===== src/hw/rtl/psb_pkg.sv =====
// shared types and constants for the palette sprite row blitter
package psb_pkg;

  typedef enum logic {
    REQ_LOAD = 1'b0,
    REQ_DRAW = 1'b1
  } req_e;

  localparam int unsigned COLOR_W   = 16;
  localparam int unsigned ADDR_W    = 17;
  localparam int unsigned MAP_W     = 16;
  localparam int unsigned COORD_W   = 16;
  localparam int unsigned ROW_W     = 3;
  localparam int unsigned BITS_W    = 32;
  localparam int unsigned SHADE_W   = 4;
  localparam int unsigned PAL_IDX_W = 4;
  localparam int unsigned PAL_SEL_W = 1;
  localparam int unsigned SLOTS     = 32;
  localparam int unsigned SLOT_W    = 5;
  localparam int unsigned COL_W     = 4;
  localparam int unsigned DX_W      = 18;
  localparam int unsigned X_W       = 20;
  localparam int unsigned LINE_W    = 17;

  localparam logic [MAP_W-1:0]   MAP_WIDTH_RST = 16'd1024;
  localparam logic [SHADE_W-1:0] SHADE_CLEAR   = 4'h0;

  typedef struct packed {
    req_e                        kind;
    logic [PAL_SEL_W-1:0]        sel;
    logic [PAL_IDX_W-1:0]        idx;
    logic [COLOR_W-1:0]          color;
    logic [BITS_W-1:0]           bits;
    logic                        mirror;
    logic signed [X_W-2:0]       base_x;
    logic signed [LINE_W-1:0]    top;
    logic [ADDR_W-1:0]           top_addr;
  } psb_row_t;

  typedef struct packed {
    req_e                        kind;
    logic [PAL_SEL_W-1:0]        sel;
    logic [PAL_IDX_W-1:0]        idx;
    logic [COLOR_W-1:0]          color;
    logic [SHADE_W-1:0]          shade;
    logic                        vis;
    logic [ADDR_W-1:0]           col_addr;
    logic [ADDR_W-1:0]           line_addr;
    logic                        last;
  } psb_slot_t;

endpackage


===== src/hw/rtl/psb_req_if.sv =====
// request channel: palette loads and sprite row draws
interface psb_req_if;
  import psb_pkg::*;

  logic                        valid;
  logic                        ready;
  logic                        req_type;
  logic [PAL_SEL_W-1:0]        palette_select;
  logic [PAL_IDX_W-1:0]        palette_index;
  logic [COLOR_W-1:0]          palette_color;
  logic [ROW_W-1:0]            row_index;
  logic [BITS_W-1:0]           row_bits;
  logic signed [COORD_W-1:0]   sprite_x;
  logic signed [COORD_W-1:0]   camera_x;
  logic signed [COORD_W-1:0]   sprite_y;
  logic                        mirror;

  modport source (
    output valid, req_type, palette_select, palette_index, palette_color,
           row_index, row_bits, sprite_x, camera_x, sprite_y, mirror,
    input  ready
  );

  modport sink (
    input  valid, req_type, palette_select, palette_index, palette_color,
           row_index, row_bits, sprite_x, camera_x, sprite_y, mirror,
    output ready
  );
endinterface


===== src/hw/rtl/psb_pix_if.sv =====
// pixel write slot channel towards the framebuffer
interface psb_pix_if;
  import psb_pkg::*;

  logic                 valid;
  logic                 ready;
  logic                 write_enable;
  logic [ADDR_W-1:0]    pixel_address;
  logic [COLOR_W-1:0]   pixel_color;
  logic                 last;

  modport source (
    output valid, write_enable, pixel_address, pixel_color, last,
    input  ready
  );

  modport sink (
    input  valid, write_enable, pixel_address, pixel_color, last,
    output ready
  );
endinterface


===== src/hw/rtl/psb_front.sv =====
// front pipeline: request register, camera-relative x with wrap, line base address
module psb_front #(
  parameter int SCREEN_W = 320
) (
  input  logic                        clk_i,
  input  logic                        rst_ni,
  input  logic [psb_pkg::MAP_W-1:0]   map_width_i,
  psb_req_if.sink                     req_i,
  output logic                        row_valid_o,
  input  logic                        row_ready_i,
  output psb_pkg::psb_row_t           row_o
);
  import psb_pkg::*;

  localparam logic signed [X_W-2:0] HalfScreen = (X_W-1)'(SCREEN_W / 2);
  localparam logic [ADDR_W-1:0]     ScreenWAddr = ADDR_W'(SCREEN_W);

  typedef struct packed {
    req_e                        kind;
    logic [PAL_SEL_W-1:0]        sel;
    logic [PAL_IDX_W-1:0]        idx;
    logic [COLOR_W-1:0]          color;
    logic [ROW_W-1:0]            row;
    logic [BITS_W-1:0]           bits;
    logic signed [COORD_W-1:0]   spx;
    logic signed [COORD_W-1:0]   camx;
    logic signed [COORD_W-1:0]   spy;
    logic                        mirror;
  } req_t;

  logic                       s1_v_q, s2_v_q, s3_v_q, s4_v_q;
  logic                       s1_rdy, s2_rdy, s3_rdy, s4_rdy;
  req_t                       s1_q;
  psb_row_t                   s2_q, s3_q, s4_q;
  psb_row_t                   s2_d, s3_d, s4_d;
  logic signed [LINE_W-1:0]   s2_dx_q, s2_dx_d;
  logic signed [DX_W-1:0]     s3_dx_q, s3_dx_d;
  logic signed [DX_W-1:0]     width_s, half_s, dx_ext, dx_fix;

  assign s4_rdy = !s4_v_q || row_ready_i;
  assign s3_rdy = !s3_v_q || s4_rdy;
  assign s2_rdy = !s2_v_q || s3_rdy;
  assign s1_rdy = !s1_v_q || s2_rdy;

  assign req_i.ready = s1_rdy;
  assign row_valid_o = s4_v_q;
  assign row_o       = s4_q;

  assign width_s = $signed({2'b00, map_width_i});
  assign half_s  = $signed({3'b000, map_width_i[MAP_W-1:1]});

  always_ff @(posedge clk_i or negedge rst_ni) begin
    if (!rst_ni) begin
      s1_v_q <= 1'b0;
      s2_v_q <= 1'b0;
      s3_v_q <= 1'b0;
      s4_v_q <= 1'b0;
    end else begin
      if (s1_rdy) s1_v_q <= req_i.valid;
      if (s2_rdy) s2_v_q <= s1_v_q;
      if (s3_rdy) s3_v_q <= s2_v_q;
      if (s4_rdy) s4_v_q <= s3_v_q;
    end
  end

  // stage 2: raw x distance and top line of this row
  always_comb begin
    s2_d          = '0;
    s2_d.kind     = s1_q.kind;
    s2_d.sel      = s1_q.sel;
    s2_d.idx      = s1_q.idx;
    s2_d.color    = s1_q.color;
    s2_d.bits     = s1_q.bits;
    s2_d.mirror   = s1_q.mirror;
    s2_d.top      = $signed({s1_q.spy[COORD_W-1], s1_q.spy})
                  + $signed({{(LINE_W-ROW_W-1){1'b0}}, s1_q.row, 1'b0});
    s2_dx_d       = $signed({s1_q.spx[COORD_W-1], s1_q.spx})
                  - $signed({s1_q.camx[COORD_W-1], s1_q.camx});
  end

  // stage 3: first wrap step and line base address modulo the address width
  always_comb begin
    dx_ext        = $signed({s2_dx_q[LINE_W-1], s2_dx_q});
    s3_d          = s2_q;
    s3_d.top_addr = $unsigned(s2_q.top) * ScreenWAddr;
    s3_dx_d       = (dx_ext > half_s) ? dx_ext - width_s : dx_ext;
  end

  // stage 4: second wrap step and screen base x
  always_comb begin
    dx_fix        = (s3_dx_q < -half_s) ? s3_dx_q + width_s : s3_dx_q;
    s4_d          = s3_q;
    s4_d.base_x   = $signed({dx_fix[DX_W-1], dx_fix}) + HalfScreen;
  end

  always_ff @(posedge clk_i) begin
    if (s1_rdy && req_i.valid) begin
      s1_q.kind   <= req_e'(req_i.req_type);
      s1_q.sel    <= req_i.palette_select;
      s1_q.idx    <= req_i.palette_index;
      s1_q.color  <= req_i.palette_color;
      s1_q.row    <= req_i.row_index;
      s1_q.bits   <= req_i.row_bits;
      s1_q.spx    <= req_i.sprite_x;
      s1_q.camx   <= req_i.camera_x;
      s1_q.spy    <= req_i.sprite_y;
      s1_q.mirror <= req_i.mirror;
    end
    if (s2_rdy && s1_v_q) begin
      s2_q    <= s2_d;
      s2_dx_q <= s2_dx_d;
    end
    if (s3_rdy && s2_v_q) begin
      s3_q    <= s3_d;
      s3_dx_q <= s3_dx_d;
    end
    if (s4_rdy && s3_v_q) begin
      s4_q    <= s4_d;
    end
  end

endmodule


===== src/hw/rtl/psb_slot.sv =====
// slot sequencer: expands a draw row into 32 slots and a load into a single slot, shade pick and visibility per slot
module psb_slot #(
  parameter int SCREEN_W = 320,
  parameter int SCREEN_H = 240
) (
  input  logic                 clk_i,
  input  logic                 rst_ni,
  input  logic                 row_valid_i,
  output logic                 row_ready_o,
  input  psb_pkg::psb_row_t    row_i,
  output logic                 slot_valid_o,
  input  logic                 slot_ready_i,
  output psb_pkg::psb_slot_t   slot_o
);
  import psb_pkg::*;

  localparam logic [ADDR_W-1:0] ScreenWAddr = ADDR_W'(SCREEN_W);
  localparam logic [X_W-1:0]    ScreenWX    = X_W'(SCREEN_W);
  localparam logic [LINE_W-1:0] ScreenHLine = LINE_W'(SCREEN_H);
  localparam logic [SLOT_W-1:0] LastSlot    = SLOT_W'(SLOTS - 1);

  logic                       hold_v_q;
  psb_row_t                   hold_q;
  logic [SLOT_W-1:0]          cnt_q;
  logic                       out_v_q;
  psb_slot_t                  out_q, out_d;
  logic                       out_rdy, emit, done, take;
  logic [COL_W-1:0]           col;
  logic [2:0]                 nib;
  logic signed [X_W-1:0]      sx;
  logic signed [LINE_W-1:0]   line;

  assign out_rdy     = !out_v_q || slot_ready_i;
  assign emit        = hold_v_q && out_rdy;
  assign done        = emit && ((hold_q.kind == REQ_LOAD) || (cnt_q == LastSlot));
  assign row_ready_o = !hold_v_q || done;
  assign take        = row_valid_i && row_ready_o;

  assign slot_valid_o = out_v_q;
  assign slot_o       = out_q;

  always_ff @(posedge clk_i or negedge rst_ni) begin
    if (!rst_ni) begin
      hold_v_q <= 1'b0;
      cnt_q    <= '0;
      out_v_q  <= 1'b0;
    end else begin
      if (row_ready_o) hold_v_q <= row_valid_i;
      if (take) begin
        cnt_q <= '0;
      end else if (emit) begin
        cnt_q <= cnt_q + SLOT_W'(1);
      end
      if (out_rdy) out_v_q <= hold_v_q;
    end
  end

  always_comb begin
    col  = cnt_q[COL_W-1:0];
    // mirrored shade index is 7 minus the plain one
    nib  = hold_q.mirror ? ~col[COL_W-1:1] : col[COL_W-1:1];
    sx   = $signed({hold_q.base_x[X_W-2], hold_q.base_x})
         + $signed({{(X_W-COL_W){1'b0}}, col});
    line = hold_q.top + $signed({{(LINE_W-1){1'b0}}, cnt_q[SLOT_W-1]});

    out_d           = '0;
    out_d.kind      = hold_q.kind;
    out_d.sel       = hold_q.sel;
    out_d.idx       = hold_q.idx;
    out_d.color     = hold_q.color;
    out_d.shade     = hold_q.bits[{~nib, 2'b00} +: SHADE_W];
    out_d.vis       = !line[LINE_W-1] && ($unsigned(line) < ScreenHLine)
                   && !sx[X_W-1] && ($unsigned(sx) < ScreenWX);
    out_d.col_addr  = $unsigned(sx[ADDR_W-1:0]);
    out_d.line_addr = hold_q.top_addr + (cnt_q[SLOT_W-1] ? ScreenWAddr : '0);
    out_d.last      = (hold_q.kind == REQ_DRAW) && (cnt_q == LastSlot);
  end

  always_ff @(posedge clk_i) begin
    if (take) hold_q <= row_i;
    if (emit) out_q  <= out_d;
  end

endmodule


===== src/hw/rtl/psb_pixel.sv =====
// palette store and pixel slot output register
module psb_pixel (
  input  logic                 clk_i,
  input  logic                 rst_ni,
  input  logic                 slot_valid_i,
  output logic                 slot_ready_o,
  input  psb_pkg::psb_slot_t   slot_i,
  psb_pix_if.source            pix_o
);
  import psb_pkg::*;

  localparam int unsigned PalDepth = 2 ** (PAL_SEL_W + PAL_IDX_W);

  logic [COLOR_W-1:0]  pal_q [PalDepth];
  logic                out_v_q;
  logic                we_q;
  logic [ADDR_W-1:0]   addr_q;
  logic [COLOR_W-1:0]  color_q;
  logic                last_q;
  logic                out_rdy, take, enable;

  assign out_rdy      = !out_v_q || pix_o.ready;
  assign slot_ready_o = out_rdy;
  assign take         = slot_valid_i && out_rdy;
  assign enable       = slot_i.vis && (slot_i.shade != SHADE_CLEAR);

  assign pix_o.valid         = out_v_q;
  assign pix_o.write_enable  = we_q;
  assign pix_o.pixel_address = addr_q;
  assign pix_o.pixel_color   = color_q;
  assign pix_o.last          = last_q;

  // loads write here, in order with the reads of earlier draws
  always_ff @(posedge clk_i or negedge rst_ni) begin
    if (!rst_ni) begin
      for (int i = 0; i < PalDepth; i++) begin
        pal_q[i] <= '0;
      end
      out_v_q <= 1'b0;
    end else begin
      if (take && (slot_i.kind == REQ_LOAD)) begin
        pal_q[{slot_i.sel, slot_i.idx}] <= slot_i.color;
      end
      if (out_rdy) out_v_q <= slot_valid_i && (slot_i.kind == REQ_DRAW);
    end
  end

  always_ff @(posedge clk_i) begin
    if (take && (slot_i.kind == REQ_DRAW)) begin
      we_q    <= enable;
      addr_q  <= enable ? slot_i.col_addr + slot_i.line_addr : '0;
      color_q <= enable ? pal_q[{slot_i.sel, slot_i.shade}] : '0;
      last_q  <= slot_i.last;
    end
  end

endmodule


===== src/hw/rtl/palette_sprite_row_blitter_top.sv =====
// top level of the palette sprite row blitter
//
//  channel   dir  handshake            payload
//  req_i     in   valid / ready        palette load or sprite row draw request
//  pix_o     out  valid / ready        pixel write slot (enable, address, colour, last)
//  cfg       in   cfg_we_i             map width, cfg_wdata_i
//
// a draw request gives 32 slots, one per cycle from the slot sequencer while the
// pixel stage is not stalled; a palette load gives no pixel write slot.
// requests pass the request register, stages 2 to 4, row hold, slot and pixel registers.
// reset clears the palette to zero and sets the map width to 1024 at once.
// every stage holds its contents while the next one is stalled.
module palette_sprite_row_blitter_top #(
  parameter int SCREEN_W = 320,
  parameter int SCREEN_H = 240
) (
  input  logic                        clk_i,
  input  logic                        rst_ni,
  input  logic                        cfg_we_i,
  input  logic [psb_pkg::MAP_W-1:0]   cfg_wdata_i,
  psb_req_if.sink                     req_i,
  psb_pix_if.source                   pix_o
);
  import psb_pkg::*;

  logic [MAP_W-1:0]  map_width_q;
  logic              row_valid, row_ready;
  psb_row_t          row;
  logic              slot_valid, slot_ready;
  psb_slot_t         slot;

  always_ff @(posedge clk_i or negedge rst_ni) begin
    if (!rst_ni) begin
      map_width_q <= MAP_WIDTH_RST;
    end else if (cfg_we_i) begin
      map_width_q <= cfg_wdata_i;
    end
  end

  psb_front #(
    .SCREEN_W (SCREEN_W)
  ) u_front (
    .clk_i       (clk_i),
    .rst_ni      (rst_ni),
    .map_width_i (map_width_q),
    .req_i       (req_i),
    .row_valid_o (row_valid),
    .row_ready_i (row_ready),
    .row_o       (row)
  );

  psb_slot #(
    .SCREEN_W (SCREEN_W),
    .SCREEN_H (SCREEN_H)
  ) u_slot (
    .clk_i        (clk_i),
    .rst_ni       (rst_ni),
    .row_valid_i  (row_valid),
    .row_ready_o  (row_ready),
    .row_i        (row),
    .slot_valid_o (slot_valid),
    .slot_ready_i (slot_ready),
    .slot_o       (slot)
  );

  psb_pixel u_pixel (
    .clk_i        (clk_i),
    .rst_ni       (rst_ni),
    .slot_valid_i (slot_valid),
    .slot_ready_o (slot_ready),
    .slot_i       (slot),
    .pix_o        (pix_o)
  );

  // a masked slot carries neither address nor colour
  a_masked_slot_zero: assert property (@(posedge clk_i) disable iff (!rst_ni)
    pix_o.valid && !pix_o.write_enable |-> pix_o.pixel_address == '0 && pix_o.pixel_color == '0)
    else $error("masked slot with nonzero address or colour");

  a_row_holds: assert property (@(posedge clk_i) disable iff (!rst_ni)
    row_valid && !row_ready |=> row_valid && $stable(row))
    else $error("row request lost or changed while stalled");

  a_slot_holds: assert property (@(posedge clk_i) disable iff (!rst_ni)
    slot_valid && !slot_ready |=> slot_valid && $stable(slot))
    else $error("slot lost or changed while stalled");

  // the final slot of a row always comes from a draw
  a_last_is_draw: assert property (@(posedge clk_i) disable iff (!rst_ni)
    slot_valid && slot.last |-> slot.kind == REQ_DRAW)
    else $error("last flag on a palette load");

endmodule

===== src/flat_wrapper.sv =====
// flat-port wrapper written by rule: the top's interface ports become plain ports
module palette_sprite_row_blitter_top_flat import psb_pkg::*;
#(
  parameter int SCREEN_W = 320,
  parameter int SCREEN_H = 240
)
  (clk_i, rst_ni, cfg_we_i, cfg_wdata_i, req_i_valid, req_i_req_type, req_i_palette_select, req_i_palette_index, req_i_palette_color, req_i_row_index, req_i_row_bits, req_i_sprite_x, req_i_camera_x, req_i_sprite_y, req_i_mirror, req_i_ready, pix_o_valid, pix_o_write_enable, pix_o_pixel_address, pix_o_pixel_color, pix_o_last, pix_o_ready);
  psb_req_if req_i_i ();
  psb_pix_if pix_o_i ();
  input  logic clk_i;
  input  logic rst_ni;
  input  logic cfg_we_i;
  input  logic [psb_pkg::MAP_W-1:0] cfg_wdata_i;
  input wire logic [$bits(req_i_i.valid)-1:0] req_i_valid;
  input wire logic [$bits(req_i_i.req_type)-1:0] req_i_req_type;
  input wire logic [$bits(req_i_i.palette_select)-1:0] req_i_palette_select;
  input wire logic [$bits(req_i_i.palette_index)-1:0] req_i_palette_index;
  input wire logic [$bits(req_i_i.palette_color)-1:0] req_i_palette_color;
  input wire logic [$bits(req_i_i.row_index)-1:0] req_i_row_index;
  input wire logic [$bits(req_i_i.row_bits)-1:0] req_i_row_bits;
  input wire logic [$bits(req_i_i.sprite_x)-1:0] req_i_sprite_x;
  input wire logic [$bits(req_i_i.camera_x)-1:0] req_i_camera_x;
  input wire logic [$bits(req_i_i.sprite_y)-1:0] req_i_sprite_y;
  input wire logic [$bits(req_i_i.mirror)-1:0] req_i_mirror;
  output wire logic [$bits(req_i_i.ready)-1:0] req_i_ready;
  output wire logic [$bits(pix_o_i.valid)-1:0] pix_o_valid;
  output wire logic [$bits(pix_o_i.write_enable)-1:0] pix_o_write_enable;
  output wire logic [$bits(pix_o_i.pixel_address)-1:0] pix_o_pixel_address;
  output wire logic [$bits(pix_o_i.pixel_color)-1:0] pix_o_pixel_color;
  output wire logic [$bits(pix_o_i.last)-1:0] pix_o_last;
  input wire logic [$bits(pix_o_i.ready)-1:0] pix_o_ready;
  assign req_i_i.valid = req_i_valid;
  assign req_i_i.req_type = req_i_req_type;
  assign req_i_i.palette_select = req_i_palette_select;
  assign req_i_i.palette_index = req_i_palette_index;
  assign req_i_i.palette_color = req_i_palette_color;
  assign req_i_i.row_index = req_i_row_index;
  assign req_i_i.row_bits = req_i_row_bits;
  assign req_i_i.sprite_x = req_i_sprite_x;
  assign req_i_i.camera_x = req_i_camera_x;
  assign req_i_i.sprite_y = req_i_sprite_y;
  assign req_i_i.mirror = req_i_mirror;
  assign req_i_ready = req_i_i.ready;
  assign pix_o_valid = pix_o_i.valid;
  assign pix_o_write_enable = pix_o_i.write_enable;
  assign pix_o_pixel_address = pix_o_i.pixel_address;
  assign pix_o_pixel_color = pix_o_i.pixel_color;
  assign pix_o_last = pix_o_i.last;
  assign pix_o_i.ready = pix_o_ready;
  palette_sprite_row_blitter_top #(.SCREEN_W(SCREEN_W), .SCREEN_H(SCREEN_H)) u_core (.clk_i(clk_i), .rst_ni(rst_ni), .cfg_we_i(cfg_we_i), .cfg_wdata_i(cfg_wdata_i), .req_i(req_i_i), .pix_o(pix_o_i));
endmodule

===== config.mk =====
export PLATFORM = sky130hd
export DESIGN_NAME = palette_sprite_row_blitter_top_flat
export DESIGN_NICKNAME = d
export VERILOG_FILES = /design/src/hw/rtl/psb_pkg.sv /design/src/hw/rtl/psb_req_if.sv /design/src/hw/rtl/psb_pix_if.sv /design/src/hw/rtl/psb_front.sv /design/src/hw/rtl/psb_slot.sv /design/src/hw/rtl/psb_pixel.sv /design/src/hw/rtl/palette_sprite_row_blitter_top.sv /design/src/flat_wrapper.sv
export SDC_FILE = /design/constraint.sdc
export NUM_CORES = 1
export LEC_CHECK = 0
export CAP_MARGIN = 25
export CORE_UTILIZATION = 40
export CTS_CLUSTER_DIAMETER = 50
export CTS_CLUSTER_SIZE = 30
export DETAILED_ROUTE_END_ITERATION = 8
export DONT_BUFFER_PORTS = 1
export PLACE_DENSITY = 0.53
export SYNTH_ARGS = -nofsm -noshare
export SYNTH_HDL_FRONTEND = slang
export SYNTH_SLANG_ARGS = --single-unit
export TNS_END_PERCENT = 5

===== constraint.sdc =====
create_clock -name clk_i -period 19.2 [get_ports clk_i]
set_clock_uncertainty 0.15 [all_clocks]
set_input_delay 1.92 -clock clk_i [delete_from_list [all_inputs] [get_ports clk_i]]
set_output_delay 1.92 -clock clk_i [all_outputs]
set_load 0.005 [all_outputs]

==> metrics, run 1 <==
Post-synth top cells edfxtp_1 (585), dfrtp_1 (539), mux2_2 (526); MaxCap Viol Count 0; fin crit share between 20% and 30%; top-count cell post-synth edfxtp_1; Clock Latency Late Sink between 700 and 800 ps; H-Tree Depth 3; vias in the first global route ~28000; violated checks max-slew violations; drc violations 0; placed inst area just over 50000 µm²; Post-synth EDFFs roughly 590; area share of the largest cell type after synthesis ~36%; setup TNS 0 ps; CP max stage delay approximately 480 ps; worst-path fanout max 25; post-route cell area around 55000 µm²; DRT Wirelength 106.0 mm; crit end category register; Overflow after GRT 0; Detail Placement HPWL about 67 mm; Total Nets Final 3510; total chip power between 10 and 15 mW; diodes inserted 0; CTS max path bufs 3; Max IR drop VDD ~0.11 mV; Multi-input gate area 16490 µm²; row cnt about 130; crit path DAT approximately 5900 ps; per-cell routed wire length ~21 µm; fraction of layout cells with a size suffix above 1 27.04%; Synth area leaders edfxtp_1 (36%), dfrtp_1 (28%), mux2_2 (12%), mux4_2 (3.3%), ha_1 (3.1%); Die ar. roughly 120000 µm²; area added between synthesis and finish 13.09%; Final ANT Viol Nets 0; Synth Net Count ~3500; Cell variety after synth between 70 and 80; root buf cell clkbuf_16; status finished with violations; chip height roughly 350 µm; setup repair after global routing missed its margin no; Worst-path clk slew roughly 80 ps; Synth area leader edfxtp_1; via count about 26000; YS warnings 0; Port Buffers 0; max-slew violation count 341; CTS tree yes; CP max stage cell or4_1; Critical Path RT 19490 ps; Synth Register Bits approximately 1100; initial core utilization between 40% and 50%; DR vias/cell 5.306; Worst-Margin Slew between 2000 and 3000 ps; Mapped Avg Cell Area 15.00 µm²; Peak Freq 176.9 MHz; total CTS buffers around 120; io pins 164; power density over the cells about 180 nW/µm²; asr flop ratio synth between 40% and 50%; static leakage 22.38 nW; Setup violations, final 0; post-synthesis cell area 48450 µm²; endpoints failing hold 0; crit path time final 5653 ps; CTS resizes 0; first-pass GRT wire length around 160 mm; Pre-Repair DR Iteration Count 7; startpoint types register; Core Area between 100000 and 150000 µm²; global-route usage over all layers 17.44%; Initial DRC Count between 1500 and 2000; WS Path Type reg2reg; initial antenna violation count 1; CP most frequent cell nand2_1; Max-slew headroom -69.51%; Die X ~350 µm; CTS Sinks between 1000 and 1500; FF+latch area slightly above 30000 µm²; Mapped Cells 3231; Primary FF master, synth edfxtp_1; sequential area share after synthesis ~64%; Post-CTS Repair Setup Buffers 0; Routability Congestion 0.8113; Hold Crit Class reg2reg; CP Cell Sequence inv_1 > nand4_1 > or4_1 > nor3_1 > nand2_1 > nor4_1 > xnor2_1 > ha_1 > and2_0 > nand4_1 > nor2_1 > a211oi_1 > a21o_1 > buf_4 > nand2_1 > and2_1 > inv_1 > ha_1 > nor2_1 > mux2i_2 > a32oi_1 > a311oi_1 > nand2_1; pin count of the biggest net entering global routing between 500 and 600; Layout fillers approximately 10000; hold-fix buffers at CTS 0
-- power breakdown --
group,switching [mW],internal (mW)
clock,1.06,1.28
sequential,0.542,3.94
combinational,1.79,1.46
-- worst paths after layout --
kind,from,to,slack (ps),cells past startpoint
worst max-delay path,u_core.map_width_q[3],u_core.u_front.row_o[49],13550,23
max in group asynchronous,rst_ni,u_core.u_pixel.pal_q[81],16130,0
worst min-delay path,u_core.u_front.s2_q[84],u_core.u_front.s3_q[84],240,0
worst min register to register,u_core.u_front.s2_q[84],u_core.u_front.s3_q[84],240,0
worst max register to register,u_core.map_width_q[3],u_core.u_front.row_o[49],13550,23
min in group asynchronous,rst_ni,u_core.u_pixel.pal_q[348],830,0
-- flip-flops by register name (all words and copies together) (netlist names), 5 cells and up --
register,count
u_core.map_width_q,16
u_core.u_slot.hold_q,100
u_core.u_front.row_o,100
u_core.u_front.s3_dx_q,18
u_core.u_front.s2_q,72
u_core.u_pixel.pix_o.pixel_color,16
u_core.u_front.s2_dx_q,17
u_core.u_slot.cnt_q,5
u_core.u_front.s3_q,81
u_core.u_slot.slot_o,56
u_core.u_pixel.pix_o.pixel_address,17
u_core.u_pixel.pal_q,512
u_core.u_front.s1_q,106
-- cell families (layout without fill, tap and decap cells) --
kind of cell / count (synthesis) / after routing / synth area share, %
mux: 739 / 739 / 18.53
simple gates: 514 / 514 / 5.079
xor+xnor: 115 / 115 / 2.094
fa+ha+maj: 126 / 126 / 3.362
compound gates: 368 / 368 / 4.826
buf+inv: 244 / 371 / 1.965
flops: 1125 / 1125 / 64.15
-- metrics by stage --
step                setup slack [ps]  cells  util, %  hold slack (ps)
floorplan                      11220   3231        -            250.3
global route                   13030   4970    45.68            244.2
detailed placement             13630   4738    42.02            254.5
CTS                            13590   4957    45.41            245.3
global placement               13750   4732    41.90            251.4
finish                         13550   4970    45.68            241.8
-- critical path, delay by kind of cell (launching register included) --
| family | cells | cell delay [ps] |
|---|---|---|
| AOI/OAI and AO/OA | 4 | 1020 |
| xor gates and xnor gates | 1 | 170 |
| adders and majority gates | 2 | 440 |
| buffers and inverters | 3 | 530 |
| DFF | 1 | 420 |
| muxes | 1 | 470 |
| and+or+nand+nor | 12 | 2140 |
-- per-layer routing --
layer  wire (µm)  global-route usage [%]
met4        2914                   5.424
met1       46320                   22.09
met3        3800                   2.942
met2       53000                   30.39
met5          13                       0
-- cell usage in the layout (no fill, tap or decap), types with 24 or more instances in the layout --
cell,synthesis,final
inv_1,87,86
edfxtp_1,585,585
nand2_1,114,114
mux4_2,72,72
dfrtp_1,539,539
nand3_1,35,35
xnor2_1,80,80
mux2i_1,138,138
nor2_1,181,181
xor2_1,34,34
a21oi_1,105,105
o21ai_0,84,84
ha_1,119,119
mux2_2,526,526
clkbuf_16,0,116
a21o_1,24,24
o22ai_1,32,32
nor3_1,50,50
buf_4,0,46
o221ai_1,32,32
-- cell type report --
class                   count  share of cell area [%]
repair buffers             65                   1.470
multi-input cells        1862                   30.09
inverters                  87                  0.6005
well taps                1612                   3.681
clock buffers             126                   5.457
clock inverters            93                   1.982
flip-flops and latches   1125                   56.72
Note: power is estimated with default switching activity, not from simulation.
==> run 2: changes to the inputs <==
ABC_AREA = 1   (was default)
clock period = 5.9 ns   (was 19.2 ns; I/O delays follow)
==> run 2 against run 1 <==
The run ends with negative hold slack, max-slew violations left. Die area decreased by 0.15%. Synthesized cell count increased by 45%. Via count increased by 27%. Sequential share of layout area decreased by 1.1 points. Final cell count increased by 30%. Non-clock buffer count increased by 139. Clock power increased to 3.4 times the previous value. Hold slack got worse by 770 ps. Critical endpoint unchanged. Highest routed layer unchanged.
==> metrics, run 2 <==
fin crit share between 80% and 90%; top-count cell post-synth o21ai_0; reg2reg end u_core.u_front.row_o[49]; Synth area leaders edfxtp_1 (36%), dfrtp_1 (28%), o21ai_0 (9.6%), nand2_1 (6.9%), nor2_1 (3.8%); chip height around 350 µm; Total Nets Final roughly 5000; Most flops, register u_core.u_pixel.pal_q; post-synthesis cell area 48380 µm²; Final ANT Viol Nets 0; static leakage approximately 23 nW; Core Area 120000 µm²; Worst-path clk slew around 70 ps; endpoints failing hold 409; R2R Path Start u_core.map_width_q[1]; Cell variety after synth between 50 and 60; global-route usage over all layers between 10% and 20%; Setup violations, final 0; vias in the first global route around 32000; Overflow after GRT 0; MaxCap Viol Count 0; worst-path fanout max 14; Port Buffers 0; crit path DAT 5100 ps; max-slew violation count about 310; io pins between 150 and 200; Worst Reg-to-Reg Cells 26; CP Capture Point u_core.u_front.row_o[49]; crit path from u_core.map_width_q[1]; Clock Latency Late Sink between 700 and 800 ps; most common library cell in the layout ignoring fill and taps o21ai_0; root buf cell clkbuf_16; Post-synth EDFFs between 500 and 600; r2r setup slk approximately 1100 ps; startpoint types register; pin count of the biggest net entering global routing approximately 540; crit path time final between 4000 and 5000 ps; area share of the largest cell type after synthesis a little over a third; Synth Net Count between 4000 and 5000; most frequent cells in the layout o21ai_0 (929), nand2_1 (893), edfxtp_1 (585); Hold Crit Class in2async; status finished with violations; Primary FF master, synth edfxtp_1; Initial DRC Count 2818; via count between 30000 and 40000; H-Tree Depth 3; DR vias/cell 5.183; Die X approximately 350 µm; biggest regs u_core.u_pixel.pal_q x512, u_core.u_front.s1_q x106; setup repair after global routing missed its margin no; Max-slew headroom -79.27%; Setup WS post-layout between 1000 and 1500 ps; Mapped Avg Cell Area between 10 and 15 µm²; violated checks negative hold slack, max-slew violations; area added between synthesis and finish 15.45%; YS warnings 0; Peak Freq approximately 210 MHz; Placement Setup Slack roughly 1100 ps; per-cell routed wire length around 19 µm; first-pass GRT wire length between 150 and 200 mm; row cnt about 130; power density over the cells 599.0 nW/µm²; total CTS buffers ~120; CTS tree yes; Pre-Repair DR Iteration Count 5; drc violations 0; WS Path Type reg2reg; Detail Placement HPWL around 74 mm; asr flop ratio synth 48.00%; number of flip-flops in the largest register ~510; final hold slack -530.1 ps; Post-synth top cells o21ai_0 (929), nand2_1 (893), edfxtp_1 (585); Critical Path RT 6230 ps; Placed Instances around 6100; Die ar. approximately 120000 µm²; Routability Congestion ~0.85; CTS max path bufs 3; Max IR drop VDD 0.3553 mV; crit end category register; initial core utilization 40.33%; sequential area share after synthesis roughly 64%; Worst-Margin Slew approximately 2700 ps; Mapped Cells ~4700; hold-fix buffers at CTS roughly 130; initial antenna violation count 6; Finished Layout Cells 6449; CTS resizes 0; CTS Sinks approximately 1100; Synth Register Bits ~1100; Synth area leader edfxtp_1; fraction of layout cells with a size suffix above 1 under 10%; DRT Wirelength between 100 and 150 mm
-- run 2: cell types whose count changed after synthesis, sizes merged, moves of 132 or more --
| cell | before | now |
|---|---|---|
| o21ai | 88 | 935 |
| nand2 | 114 | 907 |
| mux2 | 526 | 5 |
| nor2 | 181 | 502 |
| inv | 87 | 252 |
| mux2i | 141 | 1 |
| clkbuf | 121 | 255 |
| o22ai | 32 | 164 |
-- run 2: power breakdown --
part | total, mW | switching, mW | leakage, nW | internal, mW
clock | 7.90 | 3.65 | 2.08 | 4.25
combinational | 11.6 | 8.04 | 8.42 | 3.52
sequential | 14.0 | 1.51 | 12.7 | 12.5
total | 33.5 | 13.2 | 23.2 | 20.3
-- run 2: cell families (layout without fill, tap and decap cells) --
group,after synthesis,after routing,synth area share [%]
and+or+nand+nor,1578,1578,13.10
AOI/OAI and AO/OA,1205,1205,13.11
DFF,1125,1125,64.24
buffers and inverters,522,684,4.094
adders and majority gates,126,126,3.367
xor gates and xnor gates,108,108,1.955
muxes,6,6,0.1371
other,0,5,0
-- run 2: worst min path at each step --
stage | startpoint | to
2_1_floorplan | rst_ni | u_core.map_width_q[0]
3_3_place_gp | rst_ni | u_core.u_pixel.pal_q[479]
3_5_place_dp | rst_ni | u_core.u_pixel.pal_q[463]
4_1_cts | rst_ni | u_core.u_pixel.pal_q[256]
5_1_grt | rst_ni | u_core.u_pixel.pal_q[463]
6_report | rst_ni | u_core.u_pixel.pal_q[463]
-- run 2: timing repair --
action,in CTS,in global routing
endpoints found under the hold margin,665,539
endpoints found under the setup margin,0,0
buffers inserted,0,0
-- run 2: final cells by class --
cell class                      count  area (µm²)
Antenna cell                        5       12.51
Clock buffer                      126        3077
Clock inverter                    102        1177
Fill cell                       11244       64110
Inverter                          252       957.2
Multi-Input combinational cell   3023       15350
Sequential cell                  1125       31080
Tap cell                         1612        2017
Timing Repair Buffer              204        2187
-- run 2: metrics by stage --
stage	area (µm²)	utilization, %	total power [mW]	setup TNS (ps)
after floorplan	48380	-	21.59	-17070
after global placement	49970	41.65	25.45	0
after detailed placement	50280	41.91	25.67	0
after CTS	55790	46.50	33.74	0
after global routing	55860	46.56	35.74	0
final	55860	46.56	33.46	0
-- run 2: layer usage --
| layer | global-route usage (%) | routed length [µm] | up-vias |
|---|---|---|---|
| li1 | - | - | 16175 |
| met1 | 28.12 | 56070 | 16236 |
| met2 | 30.98 | 54600 | 824 |
| met3 | 3.870 | 7626 | 189 |
| met4 | 6.525 | 3384 | 2 |
| met5 | 0 | 11 | - |
-- run 2: critical path, stage by stage (launching register included) --
cell and delay [ps]:
dfrtp_1 450, inv_1 190, ha_1 230, nand3_1 130
nor2_1 120, nand2_1 80, nor2_1 150, nand2_1 100
nor3_1 170, nand3_1 130, nor4_1 300, o21bai_1 180
ha_1 260, nand2_1 110, nor2_4 50, a21oi_2 240
nand4_2 270, nand2_2 300, nand2_1 100, nand2_2 90
ha_1 170, nand3b_1 130, nand2_2 90, nor2_2 170
nand2_1 80, nand2_1 60, nand2_1 40
